===== config.mk =====
export PLATFORM = sky130hd
export DESIGN_NAME = lswq_ctrl
export DESIGN_NICKNAME = d
export VERILOG_FILES = /design/src/rtl/core/lswq_pkg.sv /design/src/rtl/core/lswq_ctrl.sv
export SDC_FILE = /design/constraint.sdc
export NUM_CORES = 1
export LEC_CHECK = 0
export ABC_CLOCK_PERIOD_IN_PS = 1400
export BUFFER_PORTS_ARGS = -buffer_cell sky130_fd_sc_hd__buf_2
export CORE_AREA = 8 8 45 47
export CTS_CLUSTER_DIAMETER = 40
export DETAILED_ROUTE_END_ITERATION = 16
export DIE_AREA = 0 0 53 55
export SLEW_MARGIN = 20
export SYNTH_ARGS = -nofsm -noshare
export SYNTH_HDL_FRONTEND = slang
export SYNTH_SLANG_ARGS = --single-unit

===== constraint.sdc =====
create_clock -name clock -period 1.4 [get_ports clock]
set_input_delay 0.28 -clock clock [delete_from_list [all_inputs] [get_ports clock]]
set_output_delay 0.28 -clock clock [all_outputs]
set_load 0.03 [all_outputs]

===== src/rtl/core/lswq_pkg.sv =====
// ---------------------------------------------------------------------------
// lswq_pkg
// Shared types and constants of the seam tracking quality unit.
// ---------------------------------------------------------------------------
package lswq_pkg;

   localparam int LINE_POINTS_DEF = 1024;

   localparam int HEIGHT_W = 16;
   localparam int RANK_W   = 8;
   localparam int WIN_W    = 13;
   localparam int LEN_W    = 10;
   localparam int PCT_W    = 15;
   localparam int JCOL_W   = 10;
   localparam int MJ_W     = 12;
   localparam int MG_W     = 10;
   localparam int CSR_IDX_W  = 2;
   localparam int CSR_DATA_W = 16;

   localparam logic [PCT_W-1:0] PCT_FULL = 15'd25600;

   typedef enum logic [CSR_IDX_W-1:0] {
      CSR_MAX_JUMP   = 2'd0,
      CSR_MAX_GAP    = 2'd1,
      CSR_GAP_THRESH = 2'd2,
      CSR_WALK_DIR   = 2'd3
   } csr_idx_type;

   typedef struct packed {
      logic [MJ_W-1:0]  max_jump;
      logic [MG_W-1:0]  max_gap_points;
      logic [PCT_W-1:0] gap_threshold;
      logic             walk_from_right;
   } cfg_type;

   typedef enum logic [4:0] {
      S_LOAD = 5'b00001,
      S_CNT  = 5'b00010,
      S_DIV  = 5'b00100,
      S_WALK = 5'b01000,
      S_OUT  = 5'b10000
   } ctrl_state_type;

   typedef struct packed {
      logic load;
      logic frame_last;
      logic cnt_run;
      logic div_start;
      logic div_run;
      logic walk_start;
      logic walk_run;
      logic rank_rd;
      logic out_load;
   } cmd_type;

   typedef struct packed {
      logic cnt_done;
      logic div_done;
      logic walk_done;
      logic rsp_busy;
   } status_type;

endpackage


===== src/rtl/core/lswq_ctrl.sv =====
// ---------------------------------------------------------------------------
// lswq_ctrl
// Phase sequencer: load, count, divide, walk, hand off result.
// ---------------------------------------------------------------------------
module lswq_ctrl (
   input  logic                 clock,
   input  logic                 reset,
   input  logic                 req_valid,
   input  logic                 req_last,
   input  logic                 req_invalid,
   input  lswq_pkg::status_type status,
   output logic                 req_ready,
   output lswq_pkg::cmd_type    cmd
);
   import lswq_pkg::*;

   ctrl_state_type state_ff, state_in;
   logic           acc;

   assign acc = req_valid && (state_ff == S_LOAD);

   always_comb begin
      state_in  = state_ff;
      req_ready = 1'b0;
      cmd       = '0;
      unique case (state_ff)
         S_LOAD: begin
            req_ready = 1'b1;
            cmd.load  = acc;
            if (acc && req_last) begin
               cmd.frame_last = 1'b1;
               state_in       = req_invalid ? S_OUT : S_CNT;
            end
         end
         S_CNT: begin
            cmd.cnt_run = 1'b1;
            if (status.cnt_done) begin
               cmd.div_start = 1'b1;
               state_in      = S_DIV;
            end
         end
         S_DIV: begin
            cmd.div_run = 1'b1;
            if (status.div_done) begin
               cmd.walk_start = 1'b1;
               state_in       = S_WALK;
            end
         end
         S_WALK: begin
            cmd.walk_run = 1'b1;
            if (status.walk_done) begin
               cmd.rank_rd = 1'b1;
               state_in    = S_OUT;
            end
         end
         S_OUT: begin
            if (!status.rsp_busy) begin
               cmd.out_load = 1'b1;
               state_in     = S_LOAD;
            end
         end
         default: state_in = S_LOAD;
      endcase
   end

   always_ff @(posedge clock) begin
      if (reset) begin
         state_ff <= S_LOAD;
      end else begin
         state_ff <= state_in;
      end
   end

`ifndef ASSERT_OFF
   a_invalid_skips: assert property (@(posedge clock) disable iff (reset)
      (acc && req_last && req_invalid) |=> (state_ff == S_OUT))
      else $error("invalid frame did not go straight to result");
   a_cnt_to_div: assert property (@(posedge clock) disable iff (reset)
      (state_ff == S_CNT && status.cnt_done) |=> (state_ff == S_DIV && !status.div_done))
      else $error("divider not started after count");
   a_walk_to_out: assert property (@(posedge clock) disable iff (reset)
      (state_ff == S_WALK && status.walk_done) |=> (state_ff == S_OUT))
      else $error("walk end not followed by result");
`endif
endmodule


==> report_table.html <==
<table>
<tr><th>Metric</th><th>Value</th></tr>
<tr><th colspan="2">Status</th></tr>
<tr><td>Status</td><td>finished, violations left</td></tr>
<tr><td>Violations in the final reports</td><td>setup timing</td></tr>
<tr><th colspan="2">Layout</th></tr>
<tr><td>Max FFs per register</td><td>5</td></tr>
<tr><td>Largest register by flop count</td><td>state_ff</td></tr>
<tr><td>Antenna diodes</td><td>0</td></tr>
<tr><td>Share of cells above drive strength 1</td><td>between 70 and 80%</td></tr>
<tr><td>Layout Utilization</td><td>between 60% and 70%</td></tr>
<tr><td>Most common cell after layout, fill and taps aside</td><td>sky130_fd_sc_hd__buf_4</td></tr>
<tr><td>Most frequent cells in the layout</td><td>sky130_fd_sc_hd__buf_4 (18), sky130_fd_sc_hd__buf_6 (16), sky130_fd_sc_hd__buf_2 (8)</td></tr>
<tr><td>Post-layout nets</td><td>roughly 110</td></tr>
<tr><td>Biggest registers after layout</td><td>state_ff: 5 flops</td></tr>
<tr><td>Layout overhead on the synthesized area</td><td>109%</td></tr>
<tr><th colspan="2">Drt</th></tr>
<tr><td>Routed wirelength normalized by instance count</td><td>approximately 13 µm</td></tr>
<tr><td>Post-route DRC</td><td>0</td></tr>
<tr><td>Count of antenna-violating nets left after detailed routing</td><td>0</td></tr>
<tr><td>Iter 0 DRT Violations</td><td>5</td></tr>
<tr><td>Via-to-Cell Ratio</td><td>5.04</td></tr>
<tr><td>Via count</td><td>between 500 and 600</td></tr>
<tr><td>Post-Route WL</td><td>1.50 mm</td></tr>
<tr><td>First-pass iteration count of the detailed router</td><td>3</td></tr>
<tr><th colspan="2">Worst setup path</th></tr>
<tr><td>Startpoint type of the worst setup path</td><td>flop</td></tr>
<tr><td>Endpoint required time on the critical path</td><td>~1100 ps</td></tr>
<tr><td>Worst path buffer plus inverter count</td><td>1</td></tr>
<tr><td>Delay-heaviest family, CP</td><td>simple AND/OR/NAND/NOR gates</td></tr>
<tr><td>Slowest cell on the critical path</td><td>sky130_fd_sc_hd__or3_4</td></tr>
<tr><td>List of cells traversed by the critical path</td><td>or3_4, nor3b_4, and2_4, buf_6</td></tr>
<tr><td>Category of the critical setup timing path</td><td>reg2out</td></tr>
<tr><td>Critical path endpoint category</td><td>output pin</td></tr>
<tr><td>Worst endpoint data arrival time</td><td>1480 ps</td></tr>
<tr><td>CP Max Fanout</td><td>3</td></tr>
<tr><td>Critical Path Max Stage Delay</td><td>slightly above 400 ps</td></tr>
<tr><th colspan="2">Logic synthesis</th></tr>
<tr><td>Post-synth design cell area</td><td>423 µm²</td></tr>
<tr><td>Post-synthesis xor/xnor area fraction</td><td>2.07%</td></tr>
<tr><td>Number of synthesis warnings</td><td>0</td></tr>
<tr><td>Sequential area share after synthesis</td><td>23.7%</td></tr>
<tr><td>Number of instances in the synthesized netlist</td><td>53</td></tr>
<tr><td>Adder and majority cell fraction of the synthesized area</td><td>0%</td></tr>
<tr><td>Average footprint of a synthesized cell</td><td>between 7 and 8 µm²</td></tr>
<tr><td>Biggest area consumer among synthesized cells</td><td>sky130_fd_sc_hd__dfxtp_1</td></tr>
<tr><td>Simple-gate area share of the yosys netlist</td><td>45.9%</td></tr>
<tr><td>Largest family of logic cells by synthesized area</td><td>simple AND/OR/NAND/NOR gates</td></tr>
<tr><td>Mux share of post-synthesis cell area</td><td>0%</td></tr>
<tr><td>Synth area leaders</td><td>sky130_fd_sc_hd__dfxtp_1 (24%), sky130_fd_sc_hd__and2_1 (5.9%), sky130_fd_sc_hd__nor3b_2 (5.9%)</td></tr>
<tr><td>Cell variety after synth</td><td>28</td></tr>
<tr><td>Area fraction in compound gates after synthesis</td><td>around 19%</td></tr>
<tr><td>Synth Net Count</td><td>62</td></tr>
<tr><td>Yosys reg bits</td><td>5</td></tr>
<tr><td>Proportion of netlist area held by the largest area contributor</td><td>roughly a quarter</td></tr>
<tr><th colspan="2">Timing</th></tr>
<tr><td>Count of final max-slew check failures</td><td>0</td></tr>
<tr><td>RSZ-0062 raised after global routing</td><td>yes</td></tr>
<tr><td>Part of the cycle the worst path needs</td><td>126%</td></tr>
<tr><td>Final number of setup-violating endpoints</td><td>14</td></tr>
<tr><td>Final Skew</td><td>2.18 ps</td></tr>
<tr><td>Slew of the pin with the lowest slew margin</td><td>~430 ps</td></tr>
<tr><td>Final Hold Fails</td><td>0</td></tr>
<tr><td>Relative slew slack</td><td>between 70% and 80%</td></tr>
<tr><td>Post-layout minimum cycle time</td><td>about 1800 ps</td></tr>
<tr><td>Top achievable clock speed</td><td>around 0.57 GHz</td></tr>
<tr><td>Setup slack after layout</td><td>-358 ps</td></tr>
<tr><th colspan="2">Placed design</th></tr>
<tr><td>Global placement routability congestion</td><td>about 0.7</td></tr>
<tr><td>Dpl hpwl</td><td>1.01 mm</td></tr>
<tr><td>Worst setup timing slack at the placement stage</td><td>-175 ps</td></tr>
<tr><td>I/O Buffers</td><td>18</td></tr>
<tr><th colspan="2">Clock tree</th></tr>
<tr><td>Number of clock buffers inserted by TritonCTS</td><td>3</td></tr>
<tr><td>Clock buffer depth</td><td>2</td></tr>
<tr><td>TritonCTS clock tree</td><td>yes</td></tr>
<tr><td>Number of buffers inserted for hold repair after clock tree synthesis</td><td>0</td></tr>
<tr><td>H-tree depth</td><td>1</td></tr>
<tr><td>Cell at the root of the clock tree</td><td>sky130_fd_sc_hd__clkbuf_4</td></tr>
<tr><td>Clock transition at the registers of the reported paths</td><td>50 ps</td></tr>
<tr><td>TritonCTS Sinks</td><td>5</td></tr>
<tr><td>Insertion delay of the later-clocked pin in the worst-skew pair</td><td>approximately 250 ps</td></tr>
<tr><th colspan="2">Global route</th></tr>
<tr><td>Wire length of the first global-routing pass</td><td>between 2 and 2.5 mm</td></tr>
<tr><td>Overflow left after global routing</td><td>0</td></tr>
<tr><td>Antenna violations before repair</td><td>0</td></tr>
<tr><td>Vias in the first global route</td><td>580</td></tr>
<tr><td>Aggregate global-route resource usage</td><td>roughly 11%</td></tr>
<tr><td>Largest net degree at the start of global routing</td><td>9</td></tr>
<tr><th colspan="2">Pwr</th></tr>
<tr><td>Power, Total</td><td>1010 µW</td></tr>
<tr><td>Power Density</td><td>between 1000 and 1500 nW/µm²</td></tr>
<tr><td>Peak supply drop</td><td>about 700 µV</td></tr>
<tr><td>Cell leakage power</td><td>between 0.0004 and 0.0005 µW</td></tr>
<tr><th colspan="2">Die</th></tr>
<tr><td>Floorplan die area</td><td>around 2900 µm²</td></tr>
<tr><td>Chip Height</td><td>approximately 55 µm</td></tr>
<tr><td>Count of boundary I/O pins</td><td>19</td></tr>
<tr><td>Core Rows</td><td>14</td></tr>
<tr><td>Die outline width</td><td>~53 µm</td></tr>
<tr><td>CORE AREA</td><td>around 1400 µm²</td></tr>
<tr><td>Effective utilization at floorplan</td><td>~31%</td></tr>
<tr><th colspan="2">Flow run</th></tr>
<tr><td>Number of max-cap violations</td><td>0</td></tr>
<tr><th colspan="2">Min path</th></tr>
<tr><td>Path type of the worst min-delay path</td><td>in2reg</td></tr>
</table>
-- Yosys cell counts --
| cell type | number |
|---|---|
| sky130_fd_sc_hd__dfxtp_1 | 5 |
| sky130_fd_sc_hd__and2_1 | 4 |
| sky130_fd_sc_hd__inv_1 | 4 |
| sky130_fd_sc_hd__nor2_1 | 4 |
| sky130_fd_sc_hd__a21oi_1 | 3 |
| sky130_fd_sc_hd__nor3b_1 | 3 |
| sky130_fd_sc_hd__a22oi_1 | 2 |
| sky130_fd_sc_hd__a31oi_1 | 2 |
| sky130_fd_sc_hd__and3_1 | 2 |
| sky130_fd_sc_hd__and3b_1 | 2 |
| sky130_fd_sc_hd__nand2_1 | 2 |
| sky130_fd_sc_hd__nor3_1 | 2 |
| sky130_fd_sc_hd__nor3b_2 | 2 |
| sky130_fd_sc_hd__o21ai_1 | 2 |
| sky130_fd_sc_hd__a311oi_1 | 1 |
| sky130_fd_sc_hd__and4bb_2 | 1 |
| sky130_fd_sc_hd__buf_2 | 1 |
| sky130_fd_sc_hd__buf_4 | 1 |
| sky130_fd_sc_hd__buf_6 | 1 |
| sky130_fd_sc_hd__nand3_1 | 1 |
| sky130_fd_sc_hd__nor3_4 | 1 |
| sky130_fd_sc_hd__o211ai_1 | 1 |
| sky130_fd_sc_hd__o21ai_0 | 1 |
| sky130_fd_sc_hd__o21bai_1 | 1 |
| sky130_fd_sc_hd__or2_2 | 1 |
| sky130_fd_sc_hd__or2b_1 | 1 |
| sky130_fd_sc_hd__or3_4 | 1 |
| sky130_fd_sc_hd__xor2_1 | 1 |
-- power breakdown --
group	internal [µW]	total (µW)	switching, µW
clock	108	174	65.7
sequential	168	184	15.8
combinational	383	653	270
-- kinds of logic after synthesis --
logic type             count (synthesis)
XOR/XNOR                               1
buffers and inverters                  7
AO/OA/AOI/OAI                         13
AND/OR/NAND/NOR                       27
flip-flops                             5
-- cell type report --
cell class / instances / area (µm²)
fill: 117 / 499
clock buffer: 4 / 26.3
sequential: 5 / 108
inverter: 4 / 15.0
multi-input combinational: 41 / 360
timing repair buffer: 42 / 355
tap: 16 / 20.0
-- stage by stage --
stage	area, µm²	cells	hold slack, ps	setup TNS [ps]
2_1_floorplan	447	53	345	-852
3_3_place_gp	634	98	522	-464
3_5_place_dp	634	98	523	-584
4_1_cts	820	109	263	-2580
5_1_grt	885	112	287	-3840
6_report	885	112	287	-3050
-- per-layer routing --
layer / wire length, µm / up-vias / global-route usage, %
met5: 0 / - / 0
met4: 63 / 0 / 11.2
met3: 101 / 6 / 2.14
met2: 721 / 19 / 20.3
met1: 614 / 260 / 10.5
li1: - / 279 / -
-- what timing repair did --
item                       in CTS  in global routing
hold endpoints to repair        0                  0
setup buffers                   7                  3
resized for setup              32                 10
pin swaps                      10                  6
setup endpoints to repair      11                 13
-- final timing paths --
kind | slack, ps | end | cells past startpoint | from
worst max-delay path | -360 | cmd[3] | 4 | state_ff[0]
worst min-delay path | 290 | state_ff[2] | 2 | reset
worst max register to register | -280 | state_ff[4] | 7 | state_ff[0]
worst min register to register | 660 | state_ff[0] | 3 | state_ff[4]
No activity file was read; power rests on OpenSTA's default activity.
